### src/sv/lfu_pkg.sv
// ----------------------------------------------------------------------------
// lfu_pkg
// Shared types and constants for the lfu cache table: field widths, default
// sizes, request codes, controller states and the scan result flags.
// ----------------------------------------------------------------------------
package lfu_pkg;

    // default sizing
    localparam int LFU_MAX_ENTRIES = 16;
    localparam int LFU_COUNT_BITS  = 16;

    // fixed field widths
    localparam int KEY_W   = 32;
    localparam int VAL_W   = 32;
    localparam int STAMP_W = 32;
    localparam int CAP_W   = 5;

    localparam logic [CAP_W-1:0] CAP_RESET = CAP_W'(16);

    // request codes
    localparam logic REQ_GET = 1'b0;
    localparam logic REQ_PUT = 1'b1;

    // controller states
    typedef enum logic [1:0] {
        ST_IDLE,
        ST_SCAN,
        ST_WB
    } t_state;

    // what the scan found
    typedef struct packed {
        logic match_found;
        logic best_found;
        logic free_found;
    } t_scan_flags;

endpackage

### src/sv/lfu_cache_table.sv
// An accepted request is scanned over every entry through the single read port
// of the entry memory, then written back and its result registered; the write-back
// waits while the output is stalled. One request is worked on at a time, and no
// new request is taken until the block is idle again.
// Reset clears the valid bits, the touch counter and the output valid bit and
// sets capacity to 16; the entry memory itself is not cleared.
// ----------------------------------------------------------------------------
// lfu_cache_table
// Key-value cache with least-frequently-used eviction and oldest-touch tie
// break. Entries live in one memory; each request scans it, then writes back on a hit or an insert.
// ----------------------------------------------------------------------------
module lfu_cache_table #(
    parameter int  MAX_ENTRIES = lfu_pkg::LFU_MAX_ENTRIES,
    parameter int  COUNT_BITS  = lfu_pkg::LFU_COUNT_BITS
) (
    input  logic                        i_clk,
    input  logic                        i_rst_n,
    input  logic                        i_cfg_we,
    input  logic [lfu_pkg::CAP_W-1:0]   i_cfg_data,
    input  logic                        i_in_valid,
    output logic                        o_in_stall,
    input  logic                        i_req_type,
    input  logic [lfu_pkg::KEY_W-1:0]   i_key,
    input  logic [lfu_pkg::VAL_W-1:0]   i_value,
    output logic                        o_out_valid,
    input  logic                        i_out_stall,
    output logic                        o_hit,
    output logic [lfu_pkg::VAL_W-1:0]   o_read_value,
    output logic                        o_evicted,
    output logic [lfu_pkg::KEY_W-1:0]   o_evicted_key
);
    import lfu_pkg::*;

    localparam int IDX_W     = (MAX_ENTRIES > 1) ? $clog2(MAX_ENTRIES) : 1;
    localparam int USED_W    = $clog2(MAX_ENTRIES + 1);
    localparam int CMP_W     = (USED_W > CAP_W) ? USED_W : CAP_W;
    localparam int STAMP_LSB = 0;
    localparam int COUNT_LSB = STAMP_LSB + STAMP_W;
    localparam int VALUE_LSB = COUNT_LSB + COUNT_BITS;
    localparam int KEY_LSB   = VALUE_LSB + VAL_W;
    localparam int WORD_W    = KEY_LSB + KEY_W;
    localparam logic [IDX_W-1:0] LAST_IDX = IDX_W'(MAX_ENTRIES - 1);

    // controller and request registers
    t_state               r_state;
    t_state               n_state;
    logic [CAP_W-1:0]     r_cap;
    logic                 r_req_type;
    logic [KEY_W-1:0]     r_key;
    logic [VAL_W-1:0]     r_value;
    logic [IDX_W-1:0]     r_addr;
    logic                 r_issue;
    logic                 r_rd_vld;
    logic [IDX_W-1:0]     r_rd_idx;
    logic [STAMP_W-1:0]   r_touch;
    logic [MAX_ENTRIES-1:0] r_valid;

    // entry memory
    logic [WORD_W-1:0]    mem [MAX_ENTRIES];
    logic [WORD_W-1:0]    r_rd_data;

    // output register
    logic                 r_out_valid;
    logic                 r_hit;
    logic [VAL_W-1:0]     r_read_value;
    logic                 r_evicted;
    logic [KEY_W-1:0]     r_evicted_key;

    // scan results
    t_scan_flags          scan_flags;
    logic [IDX_W-1:0]     match_idx;
    logic [VAL_W-1:0]     match_value;
    logic [COUNT_BITS-1:0] match_count;
    logic [IDX_W-1:0]     best_idx;
    logic [KEY_W-1:0]     best_key;
    logic [IDX_W-1:0]     free_idx;
    logic [USED_W-1:0]    used;

    // control and write-back decision
    logic                 in_accept;
    logic                 out_free;
    logic                 rd_en;
    logic                 wb_fire;
    logic                 mem_we;
    logic                 scan_last;
    logic [CMP_W-1:0]     cap_ext;
    logic [CMP_W-1:0]     cap_eff;
    logic                 cap_zero;
    logic                 full;
    logic                 wb_write;
    logic                 wb_insert;
    logic [IDX_W-1:0]     wb_idx;
    logic [VAL_W-1:0]     wb_value;
    logic [COUNT_BITS-1:0] wb_count;
    logic [WORD_W-1:0]    wb_word;
    logic                 res_hit;
    logic [VAL_W-1:0]     res_read_value;
    logic                 res_evicted;
    logic [KEY_W-1:0]     res_evicted_key;

    assign in_accept = i_in_valid && !o_in_stall;
    assign out_free  = !r_out_valid || !i_out_stall;
    assign scan_last = r_rd_vld && (r_rd_idx == LAST_IDX);

    // next state
    always_comb begin
        n_state = r_state;
        unique case (r_state)
            ST_IDLE: if (i_in_valid) n_state = ST_SCAN;
            ST_SCAN: if (scan_last) n_state = ST_WB;
            ST_WB:   if (out_free) n_state = ST_IDLE;
            default: n_state = ST_IDLE;
        endcase
    end

    // state outputs
    always_comb begin
        o_in_stall = 1'b1;
        rd_en      = 1'b0;
        wb_fire    = 1'b0;
        unique case (r_state)
            ST_IDLE: o_in_stall = 1'b0;
            ST_SCAN: rd_en = r_issue;
            ST_WB:   wb_fire = out_free;
            default: o_in_stall = 1'b1;
        endcase
    end

    always_ff @(posedge i_clk) begin
        if (!i_rst_n) begin
            r_state <= ST_IDLE;
        end else begin
            r_state <= n_state;
        end
    end

    // capacity register
    always_ff @(posedge i_clk) begin
        if (!i_rst_n) begin
            r_cap <= CAP_RESET;
        end else if (i_cfg_we) begin
            r_cap <= i_cfg_data;
        end
    end

    // request capture
    always_ff @(posedge i_clk) begin
        if (in_accept) begin
            r_req_type <= i_req_type;
            r_key      <= i_key;
            r_value    <= i_value;
        end
    end

    // read address sequencing
    always_ff @(posedge i_clk) begin
        if (!i_rst_n) begin
            r_issue  <= 1'b0;
            r_rd_vld <= 1'b0;
            r_addr   <= '0;
        end else begin
            r_rd_vld <= rd_en;
            if (in_accept) begin
                r_issue <= 1'b1;
                r_addr  <= '0;
            end else if (rd_en) begin
                if (r_addr == LAST_IDX) begin
                    r_issue <= 1'b0;
                end else begin
                    r_addr <= r_addr + IDX_W'(1);
                end
            end
        end
    end

    always_ff @(posedge i_clk) begin
        if (rd_en) r_rd_idx <= r_addr;
    end

    // entry memory: one read port, one write port
    always_ff @(posedge i_clk) begin
        if (rd_en) r_rd_data <= mem[r_addr];
        if (mem_we) mem[wb_idx] <= wb_word;
    end

    // scan datapath
    lfu_scan #(
        .MAX_ENTRIES (MAX_ENTRIES),
        .COUNT_BITS  (COUNT_BITS)
    ) u_scan (
        .i_clk           (i_clk),
        .i_rst_n         (i_rst_n),
        .i_clear         (in_accept),
        .i_elem_vld      (r_rd_vld),
        .i_elem_idx      (r_rd_idx),
        .i_entry_valid   (r_valid[r_rd_idx]),
        .i_entry_key     (r_rd_data[KEY_LSB +: KEY_W]),
        .i_entry_value   (r_rd_data[VALUE_LSB +: VAL_W]),
        .i_entry_count   (r_rd_data[COUNT_LSB +: COUNT_BITS]),
        .i_entry_stamp   (r_rd_data[STAMP_LSB +: STAMP_W]),
        .i_key           (r_key),
        .i_touch_counter (r_touch),
        .o_flags         (scan_flags),
        .o_match_idx     (match_idx),
        .o_match_value   (match_value),
        .o_match_count   (match_count),
        .o_best_idx      (best_idx),
        .o_best_key      (best_key),
        .o_free_idx      (free_idx),
        .o_used          (used)
    );

    // effective capacity and fullness
    always_comb begin
        cap_ext  = CMP_W'(r_cap);
        cap_eff  = (cap_ext > CMP_W'(MAX_ENTRIES)) ? CMP_W'(MAX_ENTRIES) : cap_ext;
        cap_zero = (r_cap == '0);
        full     = (CMP_W'(used) >= cap_eff);
    end

    // write-back decision and result
    always_comb begin
        res_hit         = 1'b0;
        res_read_value  = '0;
        res_evicted     = 1'b0;
        res_evicted_key = '0;
        wb_write        = 1'b0;
        wb_insert       = 1'b0;
        wb_idx          = match_idx;
        wb_value        = r_value;
        if (r_req_type == REQ_GET) begin
            if (scan_flags.match_found) begin
                res_hit        = 1'b1;
                res_read_value = match_value;
                wb_write       = 1'b1;
                wb_value       = match_value;
            end
        end else if (!cap_zero) begin
            if (scan_flags.match_found) begin
                res_hit  = 1'b1;
                wb_write = 1'b1;
            end else if (full) begin
                if (scan_flags.best_found) begin
                    res_evicted     = 1'b1;
                    res_evicted_key = best_key;
                    wb_write        = 1'b1;
                    wb_insert       = 1'b1;
                    wb_idx          = best_idx;
                end
            end else if (scan_flags.free_found) begin
                wb_write  = 1'b1;
                wb_insert = 1'b1;
                wb_idx    = free_idx;
            end
        end
    end

    // new entry contents, count saturates
    always_comb begin
        if (wb_insert) begin
            wb_count = COUNT_BITS'(1);
        end else if (match_count == '1) begin
            wb_count = match_count;
        end else begin
            wb_count = match_count + COUNT_BITS'(1);
        end
        wb_word = '0;
        wb_word[KEY_LSB +: KEY_W]        = r_key;
        wb_word[VALUE_LSB +: VAL_W]      = wb_value;
        wb_word[COUNT_LSB +: COUNT_BITS] = wb_count;
        wb_word[STAMP_LSB +: STAMP_W]    = r_touch;
    end

    assign mem_we = wb_fire && wb_write;

    // valid bits and touch counter
    always_ff @(posedge i_clk) begin
        if (!i_rst_n) begin
            r_valid <= '0;
            r_touch <= '0;
        end else if (mem_we) begin
            r_touch <= r_touch + STAMP_W'(1);
            if (wb_insert) r_valid[wb_idx] <= 1'b1;
        end
    end

    // output register
    always_ff @(posedge i_clk) begin
        if (!i_rst_n) begin
            r_out_valid <= 1'b0;
        end else if (wb_fire) begin
            r_out_valid <= 1'b1;
        end else if (!i_out_stall) begin
            r_out_valid <= 1'b0;
        end
    end

    always_ff @(posedge i_clk) begin
        if (wb_fire) begin
            r_hit         <= res_hit;
            r_read_value  <= res_read_value;
            r_evicted     <= res_evicted;
            r_evicted_key <= res_evicted_key;
        end
    end

    assign o_out_valid   = r_out_valid;
    assign o_hit         = r_hit;
    assign o_read_value  = r_read_value;
    assign o_evicted     = r_evicted;
    assign o_evicted_key = r_evicted_key;

    // a transaction appears only after a write-back cycle
    a_out_after_wb: assert property (@(posedge i_clk) disable iff (!i_rst_n)
        $rose(o_out_valid) |-> $past(r_state) == ST_WB)
        else $error("result raised outside write-back");

    // no memory reads in flight while idle
    a_idle_quiet: assert property (@(posedge i_clk) disable iff (!i_rst_n)
        (r_state == ST_IDLE) |-> (!r_rd_vld && !r_issue))
        else $error("scan activity while idle");

    // touch counter moves only with a memory write
    a_touch_on_write: assert property (@(posedge i_clk) disable iff (!i_rst_n)
        ($past(i_rst_n) && (r_touch != $past(r_touch))) |-> $past(mem_we))
        else $error("touch counter moved without write-back");

    // an eviction never goes with a hit
    a_evict_not_hit: assert property (@(posedge i_clk) disable iff (!i_rst_n)
        (o_out_valid && o_evicted) |-> !o_hit)
        else $error("eviction reported on a hit");

endmodule

### src/sv/lfu_scan.sv
// ----------------------------------------------------------------------------
// lfu_scan
// Walks the table one entry per cycle as the memory returns it: finds the
// matching key, the eviction victim (lowest count, oldest touch, lowest
// index), the first free slot and the number of occupied entries.
// ----------------------------------------------------------------------------
module lfu_scan #(
    parameter int   MAX_ENTRIES = lfu_pkg::LFU_MAX_ENTRIES,
    parameter int   COUNT_BITS  = lfu_pkg::LFU_COUNT_BITS,
    localparam int  IDX_W       = (MAX_ENTRIES > 1) ? $clog2(MAX_ENTRIES) : 1,
    localparam int  USED_W      = $clog2(MAX_ENTRIES + 1)
) (
    input  logic                          i_clk,
    input  logic                          i_rst_n,
    input  logic                          i_clear,
    input  logic                          i_elem_vld,
    input  logic [IDX_W-1:0]              i_elem_idx,
    input  logic                          i_entry_valid,
    input  logic [lfu_pkg::KEY_W-1:0]     i_entry_key,
    input  logic [lfu_pkg::VAL_W-1:0]     i_entry_value,
    input  logic [COUNT_BITS-1:0]         i_entry_count,
    input  logic [lfu_pkg::STAMP_W-1:0]   i_entry_stamp,
    input  logic [lfu_pkg::KEY_W-1:0]     i_key,
    input  logic [lfu_pkg::STAMP_W-1:0]   i_touch_counter,
    output lfu_pkg::t_scan_flags          o_flags,
    output logic [IDX_W-1:0]              o_match_idx,
    output logic [lfu_pkg::VAL_W-1:0]     o_match_value,
    output logic [COUNT_BITS-1:0]         o_match_count,
    output logic [IDX_W-1:0]              o_best_idx,
    output logic [lfu_pkg::KEY_W-1:0]     o_best_key,
    output logic [IDX_W-1:0]              o_free_idx,
    output logic [USED_W-1:0]             o_used
);
    import lfu_pkg::*;

    t_scan_flags           r_flags;
    logic [IDX_W-1:0]      r_match_idx;
    logic [VAL_W-1:0]      r_match_value;
    logic [COUNT_BITS-1:0] r_match_count;
    logic [IDX_W-1:0]      r_best_idx;
    logic [KEY_W-1:0]      r_best_key;
    logic [COUNT_BITS-1:0] r_best_count;
    logic [STAMP_W-1:0]    r_best_age;
    logic [IDX_W-1:0]      r_free_idx;
    logic [USED_W-1:0]     r_used;

    logic                  is_match;
    logic                  is_better;
    logic                  is_free;
    logic [STAMP_W-1:0]    age;

    // per-entry compare
    always_comb begin
        age      = i_touch_counter - i_entry_stamp;
        is_match = i_elem_vld && i_entry_valid && (i_entry_key == i_key)
                   && !r_flags.match_found;
        is_free  = i_elem_vld && !i_entry_valid && !r_flags.free_found;
        is_better = i_elem_vld && i_entry_valid &&
                    (!r_flags.best_found || (i_entry_count < r_best_count) ||
                     ((i_entry_count == r_best_count) && (age > r_best_age)));
    end

    // found flags and occupancy
    always_ff @(posedge i_clk) begin
        if (!i_rst_n || i_clear) begin
            r_flags <= '0;
            r_used  <= '0;
        end else begin
            if (is_match)  r_flags.match_found <= 1'b1;
            if (is_better) r_flags.best_found  <= 1'b1;
            if (is_free)   r_flags.free_found  <= 1'b1;
            if (i_elem_vld && i_entry_valid) r_used <= r_used + USED_W'(1);
        end
    end

    // captured entry data
    always_ff @(posedge i_clk) begin
        if (is_match) begin
            r_match_idx   <= i_elem_idx;
            r_match_value <= i_entry_value;
            r_match_count <= i_entry_count;
        end
        if (is_better) begin
            r_best_idx   <= i_elem_idx;
            r_best_key   <= i_entry_key;
            r_best_count <= i_entry_count;
            r_best_age   <= age;
        end
        if (is_free) r_free_idx <= i_elem_idx;
    end

    assign o_flags       = r_flags;
    assign o_match_idx   = r_match_idx;
    assign o_match_value = r_match_value;
    assign o_match_count = r_match_count;
    assign o_best_idx    = r_best_idx;
    assign o_best_key    = r_best_key;
    assign o_free_idx    = r_free_idx;
    assign o_used        = r_used;

endmodule
### config.mk
export PLATFORM = sky130hd
export DESIGN_NAME = lfu_cache_table
export DESIGN_NICKNAME = d
export VERILOG_FILES = /design/src/sv/lfu_pkg.sv /design/src/sv/lfu_cache_table.sv /design/src/sv/lfu_scan.sv
export SDC_FILE = /design/constraint.sdc
export NUM_CORES = 2
export LEC_CHECK = 0
export BUFFER_PORTS_ARGS = -buffer_cell sky130_fd_sc_hd__buf_2
export CAP_MARGIN = 25
export CORE_MARGIN = 2
export CORE_UTILIZATION = 57
export CTS_BUF_LIST = sky130_fd_sc_hd__clkbuf_2 sky130_fd_sc_hd__clkbuf_4 sky130_fd_sc_hd__clkbuf_8
export DETAILED_ROUTE_END_ITERATION = 10
export PLACE_DENSITY = 0.73
export SYNTH_ARGS = -nofsm -noshare
export SYNTH_HDL_FRONTEND = slang
export SYNTH_SLANG_ARGS = --single-unit
### constraint.sdc
create_clock -name i_clk -period 14.5 [get_ports i_clk]
set_input_delay 0 -clock i_clk [delete_from_list [all_inputs] [get_ports i_clk]]
set_output_delay 0 -clock i_clk [all_outputs]
set_load 0.01 [all_outputs]
### Word level (Yosys, flattened, before mapping)

Memories as Yosys holds them, arrays and structs flattened. A register that Yosys moved wholly into a read port is not among the register bits.
Cells that the tools add are included.

| word-level totals | value |
|---|---|
| register bits | 345 |
| RAM bits | 1,792 |
| output and inout port bits | 68 |
| word-level logic and storage cells | 134 |
| memories | 1 |

Memories:

| name | words | bits a word | rd ports | clocked after Yosys merged registers in | write ports | line | source |
|---|---|---|---|---|---|---|---|
| mem | 16 | 112 | 1 | 1 | 1 | lfu_cache_table.sv:59 | `logic [WORD_W-1:0] mem [MAX_ENTRIES];` |

| operators by class | value |
|---|---|
| $add $sub $neg | 5 |
| $lt $le $gt $ge | 7 |
| eq/ne operators | 11 |
| mux-type cells | 41 |
| bitwise gates (word level) | 7 |
| reductions and logical operators | 34 |

Operators by type and width:

| operator | count |
|---|---|
| $mux 32 | 2 |
| $add 32x1->32 const B | 1 |
| $eq 32x32->1 | 1 |
| $gt 32x32->1 | 1 |
| $mux 16 | 2 |
| $sub 32x32->32 | 1 |
| $mux 1 | 24 |
| $mux 4 | 6 |
| $add 16x1->16 const B | 1 |
| $eq 16x16->1 | 1 |
| $eq 16x16->1 const B | 1 |
| $lt 16x16->1 | 1 |
| $or 16x16->16 | 1 |
| $logic_and 1x1->1 | 11 |
| $lt 4x5->1 const B | 2 |
| $eq 4x4->1 const B | 2 |
| $logic_not 1->1 | 7 |
| $mux 2 | 3 |
| $ne 2x2->1 const B | 3 |
| $not 1->1 | 6 |
| $pmux 2 s3 | 1 |
| $reduce_and 2->1 | 3 |
| $add 5x1->5 const B | 1 |
| $ge 5x5->1 | 1 |
| other kinds (17) | 22 |

### Longest topological paths before layout

| logic depth | value |
|---|---|
| depth after elaboration | 12 |
| gate-level depth with buffers | 22 |

### Cells and area by module

From an unflattened synthesis, not the netlist that was laid out.

| unflattened totals | value |
|---|---|
| cells, all modules | 3,934 |
| area, all modules | 86,763.2 um2 |

Modules (own cells, without submodules):

| module | instances | cells an instance | area an instance (um2) | sequential area each (um2) |
|---|---|---|---|---|
| lfu_cache_table | 1 | 3,283 | 78,952.0 | 62,469.9 |
| lfu_scan | 1 | 651 | 7,811.2 | 4,364.2 |

### Worst setup path after synthesis

Ideal clock, no wire load.

| timing path | value |
|---|---|
| kind | register -> register |
| start point | reg r_state[0] |
| end point | mem mem[3][0] (netlist name), enable pin |
| library setup time | 0.585 ns |
| arrival | 9.574 ns |
| data required time | 13.915 ns |
| setup slack | 4.341 ns |
| cell stages (with the launch flop) | 6 |
| path buffers | 0 |
| cells stage by stage | dfxtp_1 -> nand2b_1 -> a21oi_1 -> nand2_1 -> or3_1 -> nor2_1 |

| between the ends | value |
|---|---|
| cells in the longest elaborated chain, start to end | 5 |

RTL lines:

| what | line | source |
|---|---|---|
| start, declared | lfu_cache_table.sv:45 | `t_state r_state;` |
| start signal, assigned | lfu_cache_table.sv:133 | `r_state <= n_state;` |
| $eq 2x2->1 | lfu_cache_table.sv:121 | `unique case (r_state)` |
| $mux 1 | lfu_cache_table.sv:121 |  |
| net wb_fire | lfu_cache_table.sv:83 | `logic wb_fire;` |
| $logic_and 1x1->1 | lfu_cache_table.sv:274 | `assign mem_we = wb_fire && wb_write;` |
| $mux 1 | lfu_cache_table.sv:183 | `if (mem_we) mem[wb_idx] <= wb_word;` |
| $mux 1 (not written as such) | lfu_cache_table.sv:183 |  |
| end, declared | lfu_cache_table.sv:59 |  |

The timed path passes the listed nets, and every way through them passes these cells.

### Final worst setup path

| timing path | value |
|---|---|
| start point | reg r_touch[6] |
| end point | reg u_scan.r_best_count[9], enable pin |

| between the ends | value |
|---|---|
| cells in the longest elaborated chain, start to end | 5 |

RTL lines:

| what | line | source |
|---|---|---|
| start, declared | lfu_cache_table.sv:55 | `logic [STAMP_W-1:0] r_touch;` |
| start signal, assigned | lfu_cache_table.sv:282 | `r_touch <= r_touch + STAMP_W'(1);` |
| $sub 32x32->32 | lfu_scan.sv:54 | `age = i_touch_counter - i_entry_stamp;` |
| net u_scan.age[31] | lfu_scan.sv:50 | `logic [STAMP_W-1:0] age;` |
| $gt 32x32->1 | lfu_scan.sv:60 | `((i_entry_count == r_best_count) && (age > r_best_age)));` |
| $logic_and 1x1->1 | lfu_scan.sv:60 |  |
| $logic_or 1x1->1 | lfu_scan.sv:59 | `(!r_flags.best_found \|\| (i_entry_count < r_best_count) \|\|` |
| $logic_and 1x1->1 | lfu_scan.sv:58 | `is_better = i_elem_vld && i_entry_valid &&` |
| net u_scan.is_better | lfu_scan.sv:48 | `logic is_better;` |
| end signal, assigned | lfu_scan.sv:86 | `r_best_count <= i_entry_count;` |
| end, declared | lfu_scan.sv:42 | `logic [COUNT_BITS-1:0] r_best_count;` |

The timed path passes the listed nets, and every way through them passes these cells.
A chain may end at the register's enable or synchronous reset.

==> summary.md <==
| Metric | Value |
|---|---|
| TritonCTS Buffers | `about 350` |
| Htree depth | `5` |
| Drt total wl | `~190000 um` |
| Adder-Cell Fraction of Synth Area | `approximately 1.3%` |
| Synth unique cells | `60` |
| WS Path Type | `reg2reg` |
| Slew Limit Fails | `0` |
| Slew margin rel. | `between 20% and 30%` |
| Final setup TNS | `0 ps` |
| Mean routed wirelength per cell | `between 20 and 30 um` |
| Synth-to-layout area growth | `13.8%` |
| DIE AREA | `between 150000 and 200000 um2` |
| Worst hold path class | `in2reg` |
| Die Ht | `about 390 um` |
| Routed wl met3 | `about 17000 um` |
| Max-cap violation count | `0` |
| Hold Fails Final Rpt | `0` |
| Peak VDD IR | `~0.0001 V` |
| Met2 routed WL | `about 93000 um` |
| RSZ-0062 raised after global routing | `false` |
| Initial antenna violation count | `5` |
| Simple-gate share of the synthesized area | `2.42%` |
| # rows | `roughly 140` |
| Reg clk slew, reported paths | `approximately 60 ps` |
| Vias per inst | `a little over 6` |
| Reg-to-Reg End | `u_scan.r_best_count[9]$_DFFE_PP_` |
| Hold_sp | `i_in_valid` |
| Setup-failing EPs final | `0` |
| Post-synth EDFFs | `2179` |
| CTS tree | `built` |
| Gate Count Post-Synth | `3904` |
| Pwr dens | `roughly 130 nW/um2` |
| Sink Count | `2249` |
| Core area | `~150000 um2` |
| Routability congestion estimate | `between 0.8 and 0.9` |
| Cts hold-fix bufs | `about 160` |
| Largest net degree at the start of global routing | `about 160` |
| Ys async rst share | `0%` |
| Compound-Gate Fraction of Synth Area | `1.45%` |
| Largest family of logic cells by synthesized area | `multiplexers` |
| IO Count | `between 100 and 150` |
| Ys flop type | `edfxtp_1` |
| CTS Buffer Depth | `4` |
| Synthesis warning total | `0` |
| Detailed placement HPWL | `about 94000 um` |
| First-pass GRT wire length | `between 200000 and 300000 um` |
| XOR/XNOR Fraction of Synth Area | `less than 1%` |
| Critical Path Fanout Max | `48` |
| Vias in the first global route | `42900` |
| Cell Area, Placed | `89800 um2` |
| Worst path required time | `roughly 15000 ps` |
| Met1 wire length | `76300 um` |
| Die Width | `393 um` |
| Port Buffers | `around 140` |
| RR Startpoint | `r_touch[6]$_SDFFE_PN0P_` |
| Nets@finish | `between 4000 and 5000` |
| GRT Resource Usage Total | `between 20% and 30%` |
| Syn nets | `4068` |
| # fillers | `9374` |
| CP endpoint kind | `flip-flop` |
| Min Tclk post-route | `around 6800 ps` |
| Reg2Reg Setup Slack | `7660 ps` |
| Share of layout cells above drive strength 1 | `between 20 and 30%` |
| Clock root buffer | `clkbuf_8` |
| Yosys reg bits | `around 2200` |
| Syn avg cell area | `between 20 and 25 um2` |
| Leak | `29.8 nW` |
| Initial Util | `between 50 and 60%` |
| Startpoint Class | `flip-flop` |
| Slew @ Worst Pin | `1160 ps` |
| Final period utilization | `between 40 and 50%` |
| Netlist Area Pre-Place | `roughly 86000 um2` |
| Vias | `about 42000` |
| R2R depth | `18` |
| First drt pass iteration count | `6` |
| Post-route DRC violation count | `0` |
| Antenna Nets Post-Route | `0` |
| Resized cells post-CTS | `0` |
| Postcts setup bufs | `0` |
| Total gr overflow | `0` |
| Seq/Total Area, Yosys | `between 70% and 80%` |
| CP arrival | `between 7000 and 8000 ps` |
| Fin area | `approximately 98000 um2` |
| Worst hold stages | `6` |
| Mux share of post-synthesis cell area | `between 10% and 20%` |
| Clk_lat worst skew | `around 1000 ps` |
| Hold Crit Endpoint | `r_issue$_SDFFE_PN0P_` |
| Top sig layer | `met5` |
| Setup Skew | `about 66 ps` |
| DRT iter0 DRCs | `5398` |
| Status | `complete, no violations` |
| Max Clk Rate | `~150 MHz` |
[worst max-delay path by stage]
stage / start / end / slack (ps) / cells after the start
after floorplan: r_state[0]$_SDFFE_PN0P_ / mem[3][0]$_DFFE_PP_ / 4340 / 5
after global placement: r_touch[6]$_SDFFE_PN0P_ / u_scan.r_best_count[5]$_DFFE_PP_ / 7990 / 18
after detailed placement: r_touch[6]$_SDFFE_PN0P_ / u_scan.r_best_count[4]$_DFFE_PP_ / 7760 / 18
after CTS: r_touch[6]$_SDFFE_PN0P_ / u_scan.r_best_count[13]$_DFFE_PP_ / 7720 / 18
after global routing: r_touch[6]$_SDFFE_PN0P_ / u_scan.r_best_count[9]$_DFFE_PP_ / 7260 / 18
final: r_touch[6]$_SDFFE_PN0P_ / u_scan.r_best_count[9]$_DFFE_PP_ / 7660 / 18
[registers in the layout, indices dropped and copies added, names as in the netlist, 16 cells and up]
name	count
mem	1792
r_rd_data	112
o_evicted_key	32
o_read_value	32
r_key	32
r_touch	32
r_value	32
u_scan.o_best_key	32
u_scan.o_match_value	32
u_scan.r_best_age	32
r_valid	16
u_scan.o_match_count	16
u_scan.r_best_count	16
[cell type report]
class	count	area, um2	share of cell area, %
Sequential cell	2249	66800	68.1
Timing Repair Buffer	391	3160	3.22
Tap cell	2016	2520	2.57
Clock inverter	108	697	0.710
Multi-Input combinational cell	1387	18600	19.0
Inverter	108	405	0.413
Clock buffer	487	5950	6.05
Antenna cell	2	5.00	0.00510
[critical path, stage by stage (launching register included)]
cell and delay (ps):
dfxtp_1 740, ha_1 400, a21oi_1 210, o21ai_0 130
a221o_1 330, a21oi_1 470, a2111o_1 270, a31oi_1 160
a221o_1 360, a21oi_1 180, xnor2_1 100, ha_1 320
nand4_1 190, nor4_1 500, o31ai_1 140, a221o_1 360
a31oi_4 190, buf_4 510, buf_4 730
[layer usage]
metal,global-route usage [%],vias up
met5,0,-
met1,36.5,22000
met3,5.00,265
li1,-,17400
met2,39.7,2116
met4,6.44,4
[cells in the final DEF (no fill, tap or decap), types with 69 or more instances in the layout]
cell,netlist,routed
ha_1,88,88
clkbuf_8,0,366
nand2_1,69,69
edfxtp_1,2179,2179
a21oi_1,75,74
mux4_2,565,565
clkbuf_4,0,121
buf_4,0,80
buf_2,1,142
dlygate4sd3_1,0,157
inv_1,107,107
and2_1,74,74
[cells by family after synthesis]
family                     after synthesis
AOI/OAI and AO/OA                      203
xor gates and xnor gates                90
adders and majority gates               89
buffers and inverters                  268
DFF                                   2249
muxes                                  607
and+or+nand+nor                        398
[metrics by stage]
stage / setup slack, ps / hold slack (ps) / util (%) / cells / power (mW)
after floorplan: 4340 / 98.9 / - / 3904 / 7.40
after global placement: 7990 / 176 / 59.8 / 5984 / 7.47
after detailed placement: 7760 / 178 / 59.8 / 5988 / 7.47
after CTS: 7720 / 102 / 65.3 / 6740 / 12.6
after global routing: 7260 / 185 / 65.4 / 6748 / 12.9
final: 7660 / 180 / 65.4 / 6748 / 12.5
[synth_stat cells, types with 4 or more instances]
cell type,n,share of area (%)
inv_1,107,0.47
o21ai_0,48,0.28
ha_1,88,1.3
o31ai_1,9,0.078
mux2_2,32,0.42
nor3b_1,4,0.035
buf_1,55,0.24
mux2i_1,10,0.12
nand2_1,69,0.30
clkbuf_1,104,0.45
a22o_1,8,0.081
nor3_1,20,0.12
dfxtp_1,70,1.6
edfxtp_1,2179,76
or4_1,8,0.070
nor2b_1,9,0.065
nand4_1,34,0.25
nor4b_1,4,0.041
a21oi_1,75,0.44
nor2_1,86,0.37
or2_2,5,0.036
a31oi_1,4,0.029
mux4_2,565,15
nor4_1,14,0.10
a21o_1,22,0.19
o21bai_1,8,0.070
nand2b_1,15,0.11
xor2_1,48,0.49
or3_1,14,0.10
and2_1,74,0.54
nand3_1,28,0.16
xnor2_1,42,0.43
o21a_1,5,0.044
and3_1,6,0.044
[power breakdown]
group | total (mW) | switching (mW) | internal [mW]
Combinational | 0.235 | 0.122 | 0.112
Clock | 5.11 | 2.32 | 2.79
Sequential | 7.14 | 0.0341 | 7.10
Total | 12.5 | 2.48 | 10.0
Note: power is estimated with default switching activity, not from simulation.
